[config.mk]
export PLATFORM = sky130hd
export DESIGN_NAME = four_tone_fsk_sine_synthesizer_core
export DESIGN_NICKNAME = d
export VERILOG_FILES = /design/src/design/fsk4_pkg.sv /design/src/design/fsk4_phase_acc.sv /design/src/design/fsk4_sine_out.sv /design/src/design/four_tone_fsk_sine_synthesizer_core.sv
export SDC_FILE = /design/constraint.sdc
export NUM_CORES = 1
export LEC_CHECK = 0
export BUFFER_PORTS_ARGS = -buffer_cell sky130_fd_sc_hd__buf_2
export CAP_MARGIN = 40
export CORE_ASPECT_RATIO = 1.2
export CORE_MARGIN = 8
export CORE_UTILIZATION = 45
export CTS_BUF_LIST = sky130_fd_sc_hd__clkbuf_4 sky130_fd_sc_hd__clkbuf_8 sky130_fd_sc_hd__clkbuf_16
export DETAILED_ROUTE_END_ITERATION = 16
export GPL_TIMING_DRIVEN = 1
export PLACE_DENSITY_LB_ADDON = 0.3
export SLEW_MARGIN = 10
export SYNTH_ARGS = -nofsm -noshare
export SYNTH_HDL_FRONTEND = slang
export SYNTH_HIERARCHICAL = 1
export SYNTH_SLANG_ARGS = --single-unit
[constraint.sdc]
create_clock -name clk_i -period 9.01 [get_ports clk_i]
set_clock_uncertainty 0.15 [all_clocks]
set_input_delay 0.901 -clock clk_i [delete_from_list [all_inputs] [get_ports clk_i]]
set_output_delay 0.901 -clock clk_i [all_outputs]
set_load 0.005 [all_outputs]
[src/design/fsk4_pkg.sv]
package fsk4_pkg;

  // Fixed-width fields and reset values of the configuration registers
  localparam int unsigned BASE_STEP_W = 32;
  localparam int unsigned SHIFT_STEP_W = 20;
  localparam int unsigned SYMBOL_W = 2;
  localparam int unsigned SAMPLE_W = 8;
  localparam int unsigned CFG_IDX_W = 1;

  localparam logic [BASE_STEP_W-1:0] BASE_STEP_RESET = 32'd536431662;
  localparam logic [SHIFT_STEP_W-1:0] SHIFT_STEP_RESET = 20'd56;

  // Phase accumulator default width and sine table geometry
  localparam int unsigned PHASE_BITS_DEF = 32;
  localparam int unsigned TABLE_BITS = 10;
  localparam int unsigned QUAD_BITS = TABLE_BITS - 2;
  localparam int unsigned QUARTER = 1 << QUAD_BITS;
  localparam int unsigned MAG_W = 7;
  localparam logic [MAG_W-1:0] AMPLITUDE = 7'd127;

  localparam logic [63:0] HALF_PI_Q62 = 64'h6487ED5110B4611A;

  typedef enum logic [CFG_IDX_W-1:0] {
    CFG_BASE_STEP  = 1'b0,
    CFG_SHIFT_STEP = 1'b1
  } cfg_idx_e;

  typedef struct packed {
    logic                   en;
    cfg_idx_e               idx;
    logic [BASE_STEP_W-1:0] data;
  } cfg_wr_t;

  typedef struct packed {
    logic                  valid;
    logic [TABLE_BITS-1:0] idx;
  } phase_tap_t;

  typedef logic [QUARTER-1:0][MAG_W-1:0] sine_lut_t;

  // Unsigned Q62 product, truncated
  function automatic logic [63:0] mul_q62(logic [63:0] a, logic [63:0] b);
    logic [127:0] prod;
    prod = 128'(a) * 128'(b);
    return prod[125:62];
  endfunction

  // |sin| * 127 truncated, for quadrant offset k below QUARTER.
  // Taylor series in Q62; terms beyond x^25 are far below the truncation step.
  function automatic logic [MAG_W-1:0] quarter_sine(int unsigned k);
    logic [127:0] ang;
    logic [63:0]  x;
    logic [63:0]  x2;
    logic [63:0]  term;
    logic [63:0]  sum;
    logic [71:0]  scaled;
    ang    = 128'(HALF_PI_Q62) * 128'(k);
    x      = ang[QUAD_BITS+63:QUAD_BITS];
    x2     = mul_q62(x, x);
    term   = x;
    sum    = x;
    term   = mul_q62(term, x2) / 64'd6;   sum = sum - term;
    term   = mul_q62(term, x2) / 64'd20;  sum = sum + term;
    term   = mul_q62(term, x2) / 64'd42;  sum = sum - term;
    term   = mul_q62(term, x2) / 64'd72;  sum = sum + term;
    term   = mul_q62(term, x2) / 64'd110; sum = sum - term;
    term   = mul_q62(term, x2) / 64'd156; sum = sum + term;
    term   = mul_q62(term, x2) / 64'd210; sum = sum - term;
    term   = mul_q62(term, x2) / 64'd272; sum = sum + term;
    term   = mul_q62(term, x2) / 64'd342; sum = sum - term;
    term   = mul_q62(term, x2) / 64'd420; sum = sum + term;
    term   = mul_q62(term, x2) / 64'd506; sum = sum - term;
    term   = mul_q62(term, x2) / 64'd600; sum = sum + term;
    scaled = 72'(sum >> 6) * 72'(AMPLITUDE);
    return scaled[62:56];
  endfunction

  function automatic sine_lut_t build_sine_lut();
    sine_lut_t lut;
    for (int unsigned k = 0; k < QUARTER; k++) begin
      lut[k] = quarter_sine(k);
    end
    return lut;
  endfunction

  // First quadrant of the sine, offsets 0 .. QUARTER-1; offset QUARTER is AMPLITUDE
  localparam sine_lut_t SINE_LUT = build_sine_lut();

endpackage

[src/design/fsk4_phase_acc.sv]
module fsk4_phase_acc #(
  parameter int unsigned PHASE_BITS = fsk4_pkg::PHASE_BITS_DEF
) (
  input  logic                              clk_i,
  input  logic                              rst_ni,
  input  fsk4_pkg::cfg_wr_t                 cfg_i,
  input  logic                              in_valid_i,
  output logic                              in_ready_o,
  input  logic [fsk4_pkg::SYMBOL_W-1:0]     symbol_i,
  output fsk4_pkg::phase_tap_t              tap_o,
  input  logic                              tap_ready_i
);
  import fsk4_pkg::*;

  localparam int unsigned ADD_W = (PHASE_BITS > BASE_STEP_W) ? PHASE_BITS : BASE_STEP_W;

  logic [BASE_STEP_W-1:0]  base_step_q;
  logic [SHIFT_STEP_W-1:0] shift_step_q;
  logic [PHASE_BITS-1:0]   phase_q, phase_d;
  logic [SHIFT_STEP_W+1:0] tone_off;
  logic [ADD_W-1:0]        phase_sum;
  logic                    tap_valid_q;
  logic [TABLE_BITS-1:0]   tap_idx_q;
  logic                    fire;

  assign in_ready_o = !tap_valid_q || tap_ready_i;
  assign fire       = in_valid_i && in_ready_o;
  assign tap_o      = '{valid: tap_valid_q, idx: tap_idx_q};

  // symbol times shift_step as a small select
  always_comb begin
    case (symbol_i)
      2'd0:    tone_off = '0;
      2'd1:    tone_off = (SHIFT_STEP_W + 2)'(shift_step_q);
      2'd2:    tone_off = (SHIFT_STEP_W + 2)'(shift_step_q) << 1;
      2'd3:    tone_off = ((SHIFT_STEP_W + 2)'(shift_step_q) << 1)
                          + (SHIFT_STEP_W + 2)'(shift_step_q);
      default: tone_off = '0;
    endcase
  end

  assign phase_sum = ADD_W'(phase_q) + ADD_W'(base_step_q) + ADD_W'(tone_off);
  assign phase_d   = phase_sum[PHASE_BITS-1:0];

  always_ff @(posedge clk_i or negedge rst_ni) begin
    if (!rst_ni) begin
      base_step_q  <= BASE_STEP_RESET;
      shift_step_q <= SHIFT_STEP_RESET;
    end else if (cfg_i.en) begin
      case (cfg_i.idx)
        CFG_BASE_STEP:  base_step_q  <= cfg_i.data;
        CFG_SHIFT_STEP: shift_step_q <= cfg_i.data[SHIFT_STEP_W-1:0];
        default: ;
      endcase
    end
  end

  always_ff @(posedge clk_i or negedge rst_ni) begin
    if (!rst_ni) begin
      phase_q     <= '0;
      tap_valid_q <= 1'b0;
    end else if (fire) begin
      phase_q     <= phase_d;
      tap_valid_q <= 1'b1;
    end else if (tap_ready_i) begin
      tap_valid_q <= 1'b0;
    end
  end

  // Tap the top phase bits of the phase before the advance
  always_ff @(posedge clk_i) begin
    if (fire) begin
      tap_idx_q <= phase_q[PHASE_BITS-1 -: TABLE_BITS];
    end
  end

`ifndef SYNTHESIS
  a_phase_hold: assert property (@(posedge clk_i) disable iff (!rst_ni)
    !fire |=> $stable(phase_q))
    else $error("phase moved without an accepted item");
`endif

endmodule

[src/design/fsk4_sine_out.sv]
module fsk4_sine_out (
  input  logic                          clk_i,
  input  logic                          rst_ni,
  input  fsk4_pkg::phase_tap_t          tap_i,
  output logic                          tap_ready_o,
  output logic                          out_valid_o,
  input  logic                          out_ready_i,
  output logic [fsk4_pkg::SAMPLE_W-1:0] sample_o
);
  import fsk4_pkg::*;

  logic [1:0]             quad;
  logic [QUAD_BITS-1:0]   offs;
  logic [QUAD_BITS-1:0]   lut_idx;
  logic                   at_peak;
  logic [MAG_W-1:0]       mag;
  logic [SAMPLE_W-1:0]    sample_d, sample_q;
  logic                   valid_q;
  logic                   load;

  assign quad    = tap_i.idx[TABLE_BITS-1 -: 2];
  assign offs    = tap_i.idx[QUAD_BITS-1:0];
  // Fold odd quadrants: Q - r, with r == 0 landing on the peak
  assign at_peak = quad[0] && (offs == '0);
  assign lut_idx = quad[0] ? (QUAD_BITS'(0) - offs) : offs;
  assign mag     = at_peak ? AMPLITUDE : SINE_LUT[lut_idx];
  assign sample_d = quad[1] ? (SAMPLE_W'(0) - SAMPLE_W'(mag)) : SAMPLE_W'(mag);

  assign tap_ready_o = !valid_q || out_ready_i;
  assign load        = tap_i.valid && tap_ready_o;
  assign out_valid_o = valid_q;
  assign sample_o    = sample_q;

  always_ff @(posedge clk_i or negedge rst_ni) begin
    if (!rst_ni) begin
      valid_q <= 1'b0;
    end else if (tap_ready_o) begin
      valid_q <= tap_i.valid;
    end
  end

  always_ff @(posedge clk_i) begin
    if (load) begin
      sample_q <= sample_d;
    end
  end

`ifndef SYNTHESIS
  a_no_min_code: assert property (@(posedge clk_i) disable iff (!rst_ni)
    valid_q |-> (sample_q != 8'h80))
    else $error("sample outside the symmetric range");
  a_load_src: assert property (@(posedge clk_i) disable iff (!rst_ni)
    $rose(valid_q) |-> $past(tap_i.valid))
    else $error("result appeared without a tapped phase");
`endif

endmodule

[src/design/four_tone_fsk_sine_synthesizer_core.sv]
// A symbol transferred on s_axis is registered as a table index in stage one, then
// as a sample in the output register of stage two. Throughput: one symbol per clock;
// the phase add and the table lookup run every cycle while m_axis keeps taking samples.
// Reset (rst_ni low, asynchronous): phase accumulator to zero, base_step and
// shift_step to their defaults, the valid flags of both pipeline stages cleared (the second drives m_axis_tvalid).
module four_tone_fsk_sine_synthesizer_core #(
  parameter int unsigned PHASE_BITS = fsk4_pkg::PHASE_BITS_DEF
) (
  input  logic                           clk_i,
  input  logic                           rst_ni,
  // configuration writes, always taken
  input  logic                           cfg_valid_i,
  output logic                           cfg_ready_o,
  input  logic [fsk4_pkg::CFG_IDX_W-1:0] cfg_index_i,
  input  logic [fsk4_pkg::BASE_STEP_W-1:0] cfg_data_i,
  // symbol stream
  input  logic                           s_axis_tvalid,
  output logic                           s_axis_tready,
  input  logic [7:0]                     s_axis_tdata,  // [1:0] symbol, [7:2] zero
  // sample stream
  output logic                           m_axis_tvalid,
  input  logic                           m_axis_tready,
  output logic [7:0]                     m_axis_tdata   // [7:0] sample
);
  import fsk4_pkg::*;

  cfg_wr_t             cfg_wr;
  phase_tap_t          tap;
  logic                tap_ready;
  logic [SAMPLE_W-1:0] sample;

  // Registers are plain flops: accept every write in the cycle it arrives.
  assign cfg_ready_o = 1'b1;
  assign cfg_wr.en   = cfg_valid_i;
  assign cfg_wr.idx  = cfg_idx_e'(cfg_index_i);
  assign cfg_wr.data = cfg_data_i;

  // Stage one: hold the accumulator, tap the top phase bits of each symbol
  // transfer and advance by base_step + symbol * shift_step. The phase runs
  // on across symbol changes.
  fsk4_phase_acc #(
    .PHASE_BITS (PHASE_BITS)
  ) u_phase_acc (
    .clk_i       (clk_i),
    .rst_ni      (rst_ni),
    .cfg_i       (cfg_wr),
    .in_valid_i  (s_axis_tvalid),
    .in_ready_o  (s_axis_tready),
    .symbol_i    (s_axis_tdata[SYMBOL_W-1:0]),
    .tap_o       (tap),
    .tap_ready_i (tap_ready)
  );

  // Stage two: fold the phase into the first quadrant, look up the quarter
  // sine table, restore the sign and hold the sample in the output register.
  fsk4_sine_out u_sine_out (
    .clk_i       (clk_i),
    .rst_ni      (rst_ni),
    .tap_i       (tap),
    .tap_ready_o (tap_ready),
    .out_valid_o (m_axis_tvalid),
    .out_ready_i (m_axis_tready),
    .sample_o    (sample)
  );

  assign m_axis_tdata = sample;

`ifndef SYNTHESIS
  // An empty output register never blocks the input side
  a_no_false_stall: assert property (@(posedge clk_i) disable iff (!rst_ni)
    !m_axis_tvalid |-> s_axis_tready)
    else $error("input stalled with an empty output register");
`endif

endmodule
==> flow_summary_export.csv, run 1 <==
group,metric,value,unit
run_status,run_status,"finished clean",
global_route,total_routing_usage_reported_by_global_routing,18.4,%
run,drv_cap,0,
placed_design,io_buffers,49,
synthesis,netlist_instances,1040,
synthesis,synth_area,0.00949,mm²
min_path,holdCritPathClass,"in2async",
timing,rsz0062_at_grt,"no",
routing,first_iter_violations,516,
setup_path,crit_path_start_kind,"flip-flop",
synthesis,postSynthNetCount,1184,
setup_path,crit_path_end_kind,"flip-flop",
timing,final_setup_viols,0,
global_route,globalRoute.totalOverflow,0,
timing,fmaxAchievable,173,MHz
clock_tree,cts_hold_repair.buffers,0,
floorplanning,fp.coreArea,0.0208,mm²
global_route,globalRouteMet3Util,2.23,%
finish,antenna_cells,0,
global_route,global_route.usage.met1,22.0,%
finish,drive_gt1_share,17.8,%
synthesis,sequential_share_of_the_synthesized_area,28.7,%
placed_design,pre_cts_ws,3.30,ns
routing,antenna_left,0,
global_route,grt.met2_usage,32.3,%
clock_tree,cts_resized,0,
synthesis,synth_enable_flop_cells,18,
timing,final.setup.tns,0,ns
placed_design,detailed_place_hpwl,17.6,mm
clock_tree,cts_sinks,104,
global_route,grt_first_pass_wirelength,39.6,mm
setup_path,crit_arrival,5.86,ns
timing,postLayoutSetupSlackWorst,3.23,ns
pwr,p_seq_share,21.2,%
setup_path,worstPathMaxFanout,6,
timing,worst_slew_slack_as_a_fraction_of_its_limit,35.6,%
pwr,worst_ir_drop_vdd,0.158,mV
clock_tree,tritoncts,"done",
clock_tree,clk_latency,0.35,ns
pwr,swShare,48.1,%
routing,drc_errors,0,
floorplanning,dieWidth,149,µm
pwr,pwr-share-comb,67.4,%
synthesis,async_reset_ff_share,82.7,%
routing,drt-wirelength-per-cell,17.5,µm
synthesis,yosys_warning_count,6,
floorplanning,die_area,0.0260,mm²
floorplanning,die_y,175,µm
synthesis,synth_area_per_cell,9.12,µm²
finish,synthToLayoutAreaGrowth,7.70,%
timing,worstMarginPinSlew,0.952,ns
setup_path,r2r_start,"u_phase_acc/shift_step_q[1]",
clock_tree,clk_transition_reported_paths,0.07,ns
global_route,largest_net_degree_at_the_start_of_global_routing,63,
clock_tree,post_cts_buffers,0,
timing,pins_over_slew_limit,0,
synthesis,yosysUniqueCellTypes,89,
routing,drtPass1Iterations,6,
setup_path,regToRegEndpoint,"u_phase_acc/phase_q[31]",
clock_tree,clk_path_buf_depth,2,
pwr,pwr_density_cell,359,mW/mm²
setup_path,crit_required,9.09,ns
floorplanning,std_cell_rows,58,
pwr,intPower,1900,µW
routing,route.vias.total,7931,
global_route,antenna_found_initial,0,
setup_path,setup_slack_of_the_worst_register_to_register_path,3.23,ns
routing,avgViaCountPerCell,5.97,
placed_design,globalplace.congestion,0.913,
clock_tree,cts_made_buffers,9,
setup_path,rr_worst_depth,23,
timing,timing.final.hold_violations,0,
pwr,clock_power_share,11.4,%
floorplanning,ioPinCount,57,
clock_tree,root_buffer,"sky130_fd_sc_hd__clkbuf_16",
pwr,leakage,0.00427,µW
timing,period_minus_slack,5.78,ns
floorplanning,initial_core_util,45.5,%
global_route,grt_pass1_vias,8041,
clock_tree,htreeDepth,3,
timing,min_period_over_period,64.2,%
synthesis,synth_top_flop_cell,"sky130_fd_sc_hd__dfrtp_1",
setup_path,timing_worst_setup_path_type,"reg2reg",
pwr,switchingPower,1770,µW
routing,wl,23.3,mm
synthesis,postSynthRegisterBits,104,
finish,final_net_count,1198,
global_route,top_usage_layer,"met2",
[stage by stage]
stage               area [µm²]  std cells  total power, µW  utilization [%]  hold slack [ns]
floorplan                 9490       1040             2730                -            0.292
global placement          9840       1309             3200             47.3            0.309
detailed placement        9900       1313             3240             47.5            0.321
CTS                      10200       1329             3680             49.1            0.294
global route             10200       1329             4040             49.1            0.319
finish                   10200       1329             3670             49.1            0.292
[synthesized netlist by cell type, types with 9 or more instances]
library cell,count,share of area [%]
sky130_fd_sc_hd__nand2b_1,16,1.1
sky130_fd_sc_hd__a21oi_1,77,4.1
sky130_fd_sc_hd__o211ai_1,11,0.87
sky130_fd_sc_hd__inv_1,41,1.6
sky130_fd_sc_hd__mux2_2,53,6.3
sky130_fd_sc_hd__nor2_1,34,1.3
sky130_fd_sc_hd__a211oi_1,13,1.0
sky130_fd_sc_hd__a21o_1,21,1.7
sky130_fd_sc_hd__nor2b_1,9,0.59
sky130_fd_sc_hd__o21ai_0,97,5.1
sky130_fd_sc_hd__dfstp_2,21,5.8
sky130_fd_sc_hd__o22ai_1,9,0.59
sky130_fd_sc_hd__nand3_1,26,1.4
sky130_fd_sc_hd__nor3_1,30,1.6
sky130_fd_sc_hd__edfxtp_1,18,5.7
sky130_fd_sc_hd__ha_1,74,9.8
sky130_fd_sc_hd__fa_1,24,5.1
sky130_fd_sc_hd__nand2_1,98,3.9
sky130_fd_sc_hd__a31oi_1,20,1.3
sky130_fd_sc_hd__xnor2_1,26,2.4
sky130_fd_sc_hd__clkbuf_1,28,1.1
sky130_fd_sc_hd__buf_2,18,0.95
sky130_fd_sc_hd__xor2_1,27,2.5
sky130_fd_sc_hd__mux2i_1,14,1.5
sky130_fd_sc_hd__a22oi_1,9,0.71
sky130_fd_sc_hd__dfrtp_1,65,17
[power groups by stage]
| stage | clock (µW) | combinational, µW | sequential (µW) |
|---|---|---|---|
| CTS | 435 | 2470 | 780 |
| global route | 447 | 2790 | 801 |
| floorplan | 0 | 1980 | 749 |
| finish | 419 | 2470 | 778 |
| detailed placement | 0 | 2450 | 787 |
| global placement | 0 | 2420 | 783 |
[sequential cells by signal, indices dropped and copies added, names as in the netlist]
signal,cells
u_phase_acc/phase_q,32
u_sine_out/out_valid_o,1
u_phase_acc/base_step_q,32
u_phase_acc/tap_valid_q,1
u_sine_out/sample_o,8
u_phase_acc/shift_step_q,20
u_phase_acc/tap_idx_q,10
[cell usage in the layout (no fill, tap or decap), types with 6 or more instances in the layout]
master / instances
sky130_fd_sc_hd__nand2_1: 97
sky130_fd_sc_hd__o21ai_0: 97
sky130_fd_sc_hd__a21oi_1: 77
sky130_fd_sc_hd__ha_1: 74
sky130_fd_sc_hd__dfrtp_1: 65
sky130_fd_sc_hd__mux2_2: 53
sky130_fd_sc_hd__buf_2: 48
sky130_fd_sc_hd__inv_1: 41
sky130_fd_sc_hd__nor2_1: 34
sky130_fd_sc_hd__nor3_1: 30
sky130_fd_sc_hd__xor2_1: 27
sky130_fd_sc_hd__nand3_1: 26
sky130_fd_sc_hd__xnor2_1: 25
sky130_fd_sc_hd__fa_1: 24
sky130_fd_sc_hd__a21o_1: 21
sky130_fd_sc_hd__dfstp_2: 21
sky130_fd_sc_hd__a31oi_1: 20
sky130_fd_sc_hd__edfxtp_1: 18
sky130_fd_sc_hd__nand2b_1: 16
sky130_fd_sc_hd__mux2i_1: 14
sky130_fd_sc_hd__a211oi_1: 13
sky130_fd_sc_hd__buf_4: 11
sky130_fd_sc_hd__o211ai_1: 11
sky130_fd_sc_hd__clkbuf_16: 9
sky130_fd_sc_hd__a22oi_1: 9
sky130_fd_sc_hd__o22ai_1: 9
sky130_fd_sc_hd__nor2b_1: 8
sky130_fd_sc_hd__or2_2: 8
sky130_fd_sc_hd__o31ai_1: 8
sky130_fd_sc_hd__and2_1: 7
sky130_fd_sc_hd__o21a_1: 6
sky130_fd_sc_hd__and3_1: 6
sky130_fd_sc_hd__a2111oi_0: 6
sky130_fd_sc_hd__nor4_1: 6
[routing by layer]
| layer | vias up | share of wire (%) | routed length (µm) |
|---|---|---|---|
| met5 | - | 0 | 0 |
| met4 | 0 | 3.2 | 737 |
| met3 | 50 | 4.3 | 995 |
| met2 | 202 | 51 | 12000 |
| met1 | 3796 | 41 | 9570 |
| li1 | 3883 | - | - |
[logic make-up after synthesis]
group / count (synthesis) / synth area share, %
buffers and inverters: 103 / 5.05
AOI/OAI and AO/OA: 352 / 24.9
and+or+nand+nor: 260 / 13.4
DFF: 104 / 28.7
xor gates and xnor gates: 54 / 5.18
adders and majority gates: 98 / 14.8
other: 1 / 0.0395
muxes: 68 / 8.01
[worst max-delay path, cell delays in order, from the launching register on]
cell                       delay, ns
sky130_fd_sc_hd__dfrtp_1        0.43
sky130_fd_sc_hd__ha_1           0.23
sky130_fd_sc_hd__inv_1          0.07
sky130_fd_sc_hd__fa_1           0.40
sky130_fd_sc_hd__nor2b_1        0.13
sky130_fd_sc_hd__o21a_1         0.14
sky130_fd_sc_hd__o21a_1         0.17
sky130_fd_sc_hd__o21ai_0        0.12
sky130_fd_sc_hd__a21oi_1        0.31
sky130_fd_sc_hd__nand4_1        0.25
sky130_fd_sc_hd__nor2b_1        0.21
sky130_fd_sc_hd__xor2_1         0.14
sky130_fd_sc_hd__o21ai_0        0.27
sky130_fd_sc_hd__fa_1           0.48
sky130_fd_sc_hd__ha_1           0.38
sky130_fd_sc_hd__nand2_1        0.11
sky130_fd_sc_hd__o221ai_2       0.19
sky130_fd_sc_hd__nor2_1         0.09
sky130_fd_sc_hd__a32o_1         0.27
sky130_fd_sc_hd__o31a_1         0.33
sky130_fd_sc_hd__o31ai_4        0.33
sky130_fd_sc_hd__and4_1         0.25
sky130_fd_sc_hd__a211oi_2       0.05
sky130_fd_sc_hd__xnor2_1        0.16
[layout make-up]
class                   count  area [µm²]
clock inverters             7        96.3
well taps                 270         338
flip-flops and latches    104        2720
fillers                  1986       10600
multi-input cells         833        6310
repair buffers             61         362
clock buffers               9         225
inverters                  45         171
[how the worst max path moves through the flow]
stage,start,end,slack [ns],cells after the start
after floorplan,u_phase_acc/shift_step_q[1],u_phase_acc/phase_q[31],4.07,23
after global placement,s_axis_tdata[0],u_phase_acc/phase_q[30],3.04,15
after detailed placement,u_phase_acc/shift_step_q[1],u_phase_acc/phase_q[31],3.30,23
after CTS,u_phase_acc/shift_step_q[1],u_phase_acc/phase_q[31],3.25,23
after global routing,u_phase_acc/shift_step_q[1],u_phase_acc/phase_q[30],2.84,23
final,u_phase_acc/shift_step_q[1],u_phase_acc/phase_q[31],3.23,23
Power figures use the tool's default switching activity.
==> inputs of run 2 (changes only) <==
- clock period: 9.01 -> 4.7 ns (I/O delays scaled with it)
==> run 2 against run 1 <==
  * Hold slack worse by 0.30 ns
  * Register-to-register slack worse by 3.7 ns
  * Critical path depth stayed put
  * Largest power group unchanged
  * Non-clock buffer count is 126 higher
  * Sequential share of layout area is 3.2 points lower
  * Maximum frequency is 11% higher
  * The run now ends with negative hold slack, negative setup slack left
  * Cell count is 9.5% higher
  * Critical endpoint unchanged
  * Cell area is 14% higher
==> flow_summary_export.csv, run 2 (synthesis gave the netlist of run 1 again) <==
group,metric,value,unit
finish,leading_cell_type_in_the_layout_fill_and_taps_excluded,"sky130_fd_sc_hd__buf_4",
setup_path,cp.buffers_inverters,1,
timing,period_minus_slack,5.19,ns
floorplanning,die_area,0.0260,mm²
setup_path,crit_path_frequent_cell,"sky130_fd_sc_hd__o21a_1",
timing,fmaxAchievable,193,MHz
run_status,run_status,"finished with violations",
setup_path,crit_required,4.77,ns
placed_design,io_buffers,49,
finish,multiInputGateArea,0.00675,mm²
timing,hold_ws,-0.00748,ns
finish,finish.cell_count_without_fillers,1455,
finish,antenna_cells,0,
floorplanning,dieWidth,149,µm
global_route,grt_first_pass_wirelength,42.5,mm
placed_design,detailed_place_hpwl,19.4,mm
setup_path,rr_worst_depth,23,
setup_path,crit_path_start_kind,"flip-flop",
floorplanning,ioPinCount,57,
finish,synthToLayoutAreaGrowth,22.4,%
routing,met1Wirelength,10.4,mm
routing,route.top_layer_used,"met4",
timing,pins_over_slew_limit,0,
timing,timing.final.hold_violations,4,
timing,rsz0062_at_grt,"yes",
routing,first_iter_violations,577,
clock_tree,clk_latency,0.35,ns
routing,antenna_left,0,
clock_tree,clk_transition_reported_paths,0.07,ns
routing,wl,26.1,mm
timing,final_setup_viols,13,
floorplanning,die_y,175,µm
setup_path,cp_num_cells,23,
pwr,post-layout-total-power,8770,µW
clock_tree,cts_hold_repair.buffers,0,
min_path,holdCritPathClass,"in2async",
timing,worst_slew_slack_as_a_fraction_of_its_limit,44.0,%
finish,register_area,0.00272,mm²
global_route,globalRoute.totalOverflow,0,
global_route,grt_pass1_vias,8753,
clock_tree,htreeDepth,3,
clock_tree,tritoncts,"done",
finish,fin_util,55.7,%
global_route,total_routing_usage_reported_by_global_routing,19.8,%
floorplanning,std_cell_rows,58,
routing,drtPass1Iterations,7,
timing,postLayoutSetupSlackWorst,-0.489,ns
pwr,pwr_density_cell,756,mW/mm²
finish,drive_gt1_share,31.9,%
finish,filler_cell_count,1828,
finish,reg_top3,"u_phase_acc/base_step_q x32, u_phase_acc/phase_q x32, u_phase_acc/shift_step_q x20",
global_route,antenna_found_initial,0,
setup_path,worstPathMaxFanout,3,
routing,met3WireLength,1.08,mm
finish,layout.cells.most_common_list,"sky130_fd_sc_hd__buf_4, sky130_fd_sc_hd__nand2_1, sky130_fd_sc_hd__a21oi_1",
setup_path,path_cells,"ha_2, inv_2, fa_2, nor2b_4, o21a_1, o21a_1, o211ai_1, a21o_1, a31oi_4, a221oi_2, xor2_1, o21ai_1, fa_1, ha_4, nand3_2, o221ai_2, nor2_2, a32o_2, o31a_1, o31ai_4, and4_1, a211oi_2, xnor2_1",
setup_path,timing_worst_setup_path_type,"reg2reg",
run,drv_cap,0,
setup_path,path_delay_family,"compound AO/OA/AOI/OAI gates",
floorplanning,fp.coreArea,0.0208,mm²
timing,min_period_over_period,110,%
pwr,worst_ir_drop_vdd,0.341,mV
clock_tree,cts_made_buffers,9,
finish,final_net_count,1324,
clock_tree,cts_sinks,104,
setup_path,critical-path-slowest-cell,"sky130_fd_sc_hd__fa_1",
run_status,failed_checks,"negative hold slack, negative setup slack",
setup_path,crit_arrival,5.26,ns
routing,drc_errors,0,
placed_design,placed_cells_incl_taps,1419,
routing,wl_met2,13.5,mm
floorplanning,initial_core_util,45.5,%
placed_design,globalplace.congestion,0.970,
setup_path,critical-path-max-stage-delay,0.52,ns
routing,drt-wirelength-per-cell,17.9,µm
setup_path,crit_path_end_kind,"flip-flop",
clock_tree,clk_path_buf_depth,2,
routing,route.vias.total,8664,
routing,avgViaCountPerCell,5.95,
pwr,leakage,0.00496,µW
global_route,largest_net_degree_at_the_start_of_global_routing,62,
timing,worstMarginPinSlew,0.840,ns
clock_tree,root_buffer,"sky130_fd_sc_hd__clkbuf_16",
[run 2: cell count changes in the layout (fill, tap and decap cells not counted), moves of 6 or more]
cell                      before  now
sky130_fd_sc_hd__a21oi_2       2    8
sky130_fd_sc_hd__o21ai_2       1    9
sky130_fd_sc_hd__o21ai_1       3   26
sky130_fd_sc_hd__a21oi_1      77   67
sky130_fd_sc_hd__ha_1         74   62
sky130_fd_sc_hd__ha_4          0   10
sky130_fd_sc_hd__buf_6         1    7
sky130_fd_sc_hd__o21ai_0      97   66
sky130_fd_sc_hd__buf_4        11  130
[run 2: per-layer routing]
metal	track usage (%)	up-vias
met3	1.94	79
met4	10.2	0
li1	-	4132
met1	22.1	4188
met2	36.5	265
met5	0	-
[run 2: layout make-up]
class	count	share of cell area [%]
Multi-Input combinational cell	833	58.1
Sequential cell	104	23.4
Timing Repair Buffer	187	11.5
Tap cell	270	2.91
Clock buffer	14	2.41
Inverter	45	1.48
Clock inverter	2	0.119
[run 2: metrics by stage]
stage          setup TNS [ns]  hold WS [ns]  setup slack (ns)  cell area, µm²
5_1_grt                 -6.60        0.0450            -0.691           11600
3_5_place_dp            -4.77         0.312            -0.590           10700
4_1_cts                 -2.01        0.0110            -0.380           11400
2_1_floorplan          -0.111        0.0244            -0.111            9530
3_3_place_gp            -3.46         0.309            -0.437           10700
6_report                -3.50      -0.00748            -0.489           11600
[run 2: what timing repair did]
item | CTS | global route
gates resized for setup | 65 | 38
buffers inserted | 16 | 6
cloned | 0 | 0
pin swaps | 51 | 39
setup endpoints to repair | 15 | 19
[run 2: final timing paths]
kind,slack [ns],endpoint,startpoint
worst max-delay path,-0.49,u_phase_acc/phase_q[31],u_phase_acc/shift_step_q[0]
worst min-delay path,-0.007,u_phase_acc/shift_step_q[1],rst_ni
worst max register to register,-0.49,u_phase_acc/phase_q[31],u_phase_acc/shift_step_q[0]
worst min register to register,0.32,u_phase_acc/phase_q[31],u_phase_acc/phase_q[31]
max in group asynchronous,3.46,u_phase_acc/base_step_q[16],rst_ni
min in group clk_i,0.18,u_phase_acc/tap_valid_q,s_axis_tvalid
[run 2: worst register-to-register path, cell delays in order (launching register included)]
cell	delay, ns
sky130_fd_sc_hd__dfrtp_1	0.38
sky130_fd_sc_hd__ha_2	0.20
sky130_fd_sc_hd__inv_2	0.05
sky130_fd_sc_hd__fa_2	0.22
sky130_fd_sc_hd__nor2b_4	0.05
sky130_fd_sc_hd__o21a_1	0.20
sky130_fd_sc_hd__o21a_1	0.24
sky130_fd_sc_hd__o211ai_1	0.19
sky130_fd_sc_hd__a21o_1	0.21
sky130_fd_sc_hd__a31oi_4	0.11
sky130_fd_sc_hd__a221oi_2	0.25
sky130_fd_sc_hd__xor2_1	0.10
sky130_fd_sc_hd__o21ai_1	0.21
sky130_fd_sc_hd__fa_1	0.52
sky130_fd_sc_hd__ha_4	0.32
sky130_fd_sc_hd__nand3_2	0.08
sky130_fd_sc_hd__o221ai_2	0.18
sky130_fd_sc_hd__nor2_2	0.08
sky130_fd_sc_hd__a32o_2	0.25
sky130_fd_sc_hd__o31a_1	0.29
sky130_fd_sc_hd__o31ai_4	0.28
sky130_fd_sc_hd__and4_1	0.27
sky130_fd_sc_hd__a211oi_2	0.06
sky130_fd_sc_hd__xnor2_1	0.16
[run 2: report_power, final]
group	switching [µW]	internal [µW]
combinational	3460	3080
clock	329	416
sequential	238	1250
total	4020	4750
==> inputs of run 3 (changes only) <==
- CORE_UTILIZATION: 45 -> 50
==> run 3 against run 2 <==
  * Die area decreased by 9.0%
  * Register-to-register slack about the same
  * Non-clock buffer count increased by 10
  * Clock power increased by 3%
  * Cell count decreased by 0.27%
  * Count of clock-buffer cells in the layout decreased by 4
  * Critical path depth unchanged
  * First-iteration DRC count decreased by 17%
  * Sequential cell count unchanged
  * Critical endpoint unchanged
  * Hold slack improved by 0.0023 ns
  * The run still ends with negative hold slack, negative setup slack left
  * Routed wire length increased by 2.6%
  * Largest power group unchanged
  * Total power increased by 3.1%
==> flow_summary_export.csv, run 3 (synthesis gave the netlist of run 1 again) <==
group,metric,value,unit
finish,multiInputGateArea,0.00677,mm²
placed_design,pre_cts_ws,-0.519,ns
finish,finish.cell_count_without_fillers,1451,
finish,filler_cell_count,1575,
routing,drt-wirelength-per-cell,18.5,µm
setup_path,crit_arrival,5.27,ns
min_path,holdCritPathClass,"in2async",
pwr,worst_ir_drop_vdd,0.340,mV
clock_tree,root_buffer,"sky130_fd_sc_hd__clkbuf_16",
finish,drive_gt1_share,32.6,%
pwr,clock_power_share,8.4,%
global_route,grt_pass1_vias,9059,
pwr,leakage,0.00502,µW
timing,hold_ws,-0.00516,ns
floorplanning,ioPinCount,57,
timing,pins_over_slew_limit,0,
finish,antenna_cells,0,
routing,wl,26.8,mm
finish,synthToLayoutAreaGrowth,23.4,%
routing,route.vias.total,8734,
run_status,failed_checks,"negative hold slack, negative setup slack",
clock_tree,cts_hold_repair.buffers,0,
run,drv_cap,0,
floorplanning,initial_core_util,50.7,%
pwr,pwr-share-comb,75.0,%
routing,drc_errors,0,
floorplanning,dieWidth,142,µm
clock_tree,clk_latency,0.36,ns
placed_design,detailed_place_hpwl,20.0,mm
global_route,antenna_found_initial,0,
floorplanning,die_area,0.0237,mm²
setup_path,crit_required,4.79,ns
placed_design,globalplace.congestion,0.965,
global_route,largest_net_degree_at_the_start_of_global_routing,57,
floorplanning,fp.coreArea,0.0187,mm²
timing,timing.final.hold_violations,5,
placed_design,placed_cells_incl_taps,1415,
timing,fmaxAchievable,193,MHz
floorplanning,die_y,167,µm
timing,rsz0062_at_grt,"yes",
finish,final_net_count,1334,
clock_tree,clk_transition_reported_paths,0.07,ns
finish,register_area,0.00272,mm²
setup_path,timing_worst_setup_path_type,"reg2reg",
run_status,run_status,"finished with violations",
timing,worstMarginPinSlew,0.752,ns
timing,postLayoutSetupSlackWorst,-0.481,ns
finish,reg_top3,"u_phase_acc/base_step_q x32, u_phase_acc/phase_q x32, u_phase_acc/shift_step_q x20",
timing,min_period_over_period,110,%
global_route,total_routing_usage_reported_by_global_routing,23.0,%
clock_tree,clk_path_buf_depth,2,
floorplanning,std_cell_rows,55,
clock_tree,htreeDepth,3,
pwr,switchingPower,4120,µW
setup_path,crit_path_end_kind,"flip-flop",
pwr,swShare,45.5,%
routing,antenna_left,0,
setup_path,worstPathMaxFanout,6,
timing,worst_slew_slack_as_a_fraction_of_its_limit,49.5,%
routing,drtPass1Iterations,6,
setup_path,crit_path_start_kind,"flip-flop",
global_route,globalRoute.totalOverflow,0,
routing,avgViaCountPerCell,6.02,
finish,layout.cells.most_common_list,"sky130_fd_sc_hd__buf_4, sky130_fd_sc_hd__nand2_1, sky130_fd_sc_hd__a21oi_1, sky130_fd_sc_hd__o21ai_0, sky130_fd_sc_hd__dfrtp_1",
clock_tree,cts_sinks,104,
pwr,intPower,4930,µW
timing,final_setup_viols,15,
clock_tree,tritoncts,"done",
clock_tree,cts_made_buffers,9,
finish,leading_cell_type_in_the_layout_fill_and_taps_excluded,"sky130_fd_sc_hd__buf_4",
pwr,p_seq_share,16.5,%
timing,period_minus_slack,5.18,ns
routing,first_iter_violations,481,
placed_design,io_buffers,49,
global_route,grt_first_pass_wirelength,44.0,mm
pwr,pwr_density_cell,772,mW/mm²
-- run 3: metal layers --
layer / wire, µm / vias to the layer above / GRT usage (%)
li1: - / 4157 / -
met1: 10200 / 4211 / 24.6
met2: 14100 / 277 / 42.2
met3: 1130 / 89 / 2.63
met4: 1370 / 0 / 13.9
met5: 0 / - / 0
-- run 3: critical path, cell delays in order, from the launching register on --
cell and delay, ns:
sky130_fd_sc_hd__dfrtp_2 0.45, sky130_fd_sc_hd__ha_4 0.16, sky130_fd_sc_hd__inv_2 0.03, sky130_fd_sc_hd__fa_2 0.33, sky130_fd_sc_hd__nor2b_1 0.11, sky130_fd_sc_hd__o21a_1 0.15, sky130_fd_sc_hd__o21a_1 0.17, sky130_fd_sc_hd__o211ai_1 0.13
sky130_fd_sc_hd__a21o_1 0.22, sky130_fd_sc_hd__a31oi_4 0.21, sky130_fd_sc_hd__xor2_1 0.18, sky130_fd_sc_hd__mux2i_1 0.12, sky130_fd_sc_hd__o21ai_1 0.22, sky130_fd_sc_hd__fa_1 0.49, sky130_fd_sc_hd__ha_4 0.33, sky130_fd_sc_hd__nand2_1 0.07
sky130_fd_sc_hd__nor2_2 0.11, sky130_fd_sc_hd__nand2_2 0.08, sky130_fd_sc_hd__a32o_2 0.27, sky130_fd_sc_hd__o31a_1 0.28, sky130_fd_sc_hd__o31ai_4 0.32, sky130_fd_sc_hd__and4_1 0.25, sky130_fd_sc_hd__a211oi_2 0.04, sky130_fd_sc_hd__xnor2_1 0.15
-- run 3: path summary, 6_finish.rpt --
check	start	endpoint	slack [ns]	cells after the start
worst max-delay path	u_phase_acc/shift_step_q[1]	u_phase_acc/phase_q[31]	-0.48	23
worst min-delay path	rst_ni	u_phase_acc/shift_step_q[0]	-0.005	1
worst max register to register	u_phase_acc/shift_step_q[1]	u_phase_acc/phase_q[31]	-0.48	23
worst min register to register	u_phase_acc/phase_q[30]	u_phase_acc/tap_idx_q[8]	0.32	0
max in group asynchronous	rst_ni	u_phase_acc/base_step_q[25]	3.49	2
min in group clk_i	s_axis_tvalid	u_phase_acc/tap_valid_q	0.17	2
-- run 3: repair_timing --
action | CTS | global route
gates resized for setup | 76 | 29
setup buffers | 17 | 6
pin swaps | 53 | 26
setup endpoints to repair | 16 | 18
endpoints found under the hold margin | 0 | 0
-- run 3: power by group through the flow --
stage | Clock (µW) | Sequential, µW | Combinational, µW
after floorplan | 0 | 1430 | 3860
after global placement | 0 | 1500 | 5530
after detailed placement | 0 | 1510 | 5650
after CTS | 790 | 1500 | 6420
after global routing | 814 | 1540 | 7380
final | 764 | 1500 | 6790
-- run 3: stage by stage --
step                utilization (%)  TNS, ns  power [µW]  hold WS [ns]  instance area [µm²]
global route                   62.6    -6.27        9730        0.0508                11700
CTS                            61.8    -2.14        8700        0.0166                11600
finish                         62.6    -3.18        9050      -0.00516                11700
floorplan                         -   -0.111        5290        0.0244                 9530
global placement               57.5    -3.72        7030         0.308                10800
detailed placement             57.7    -5.14        7150         0.312                10800
-- run 3: area by class of cell --
cell class | instances | share of cell area [%]
Multi-Input combinational cell | 833 | 57.8
Tap cell | 256 | 2.74
Inverter | 45 | 1.46
Clock buffer | 10 | 1.99
Sequential cell | 104 | 23.2
Timing Repair Buffer | 197 | 12.2
Clock inverter | 6 | 0.577
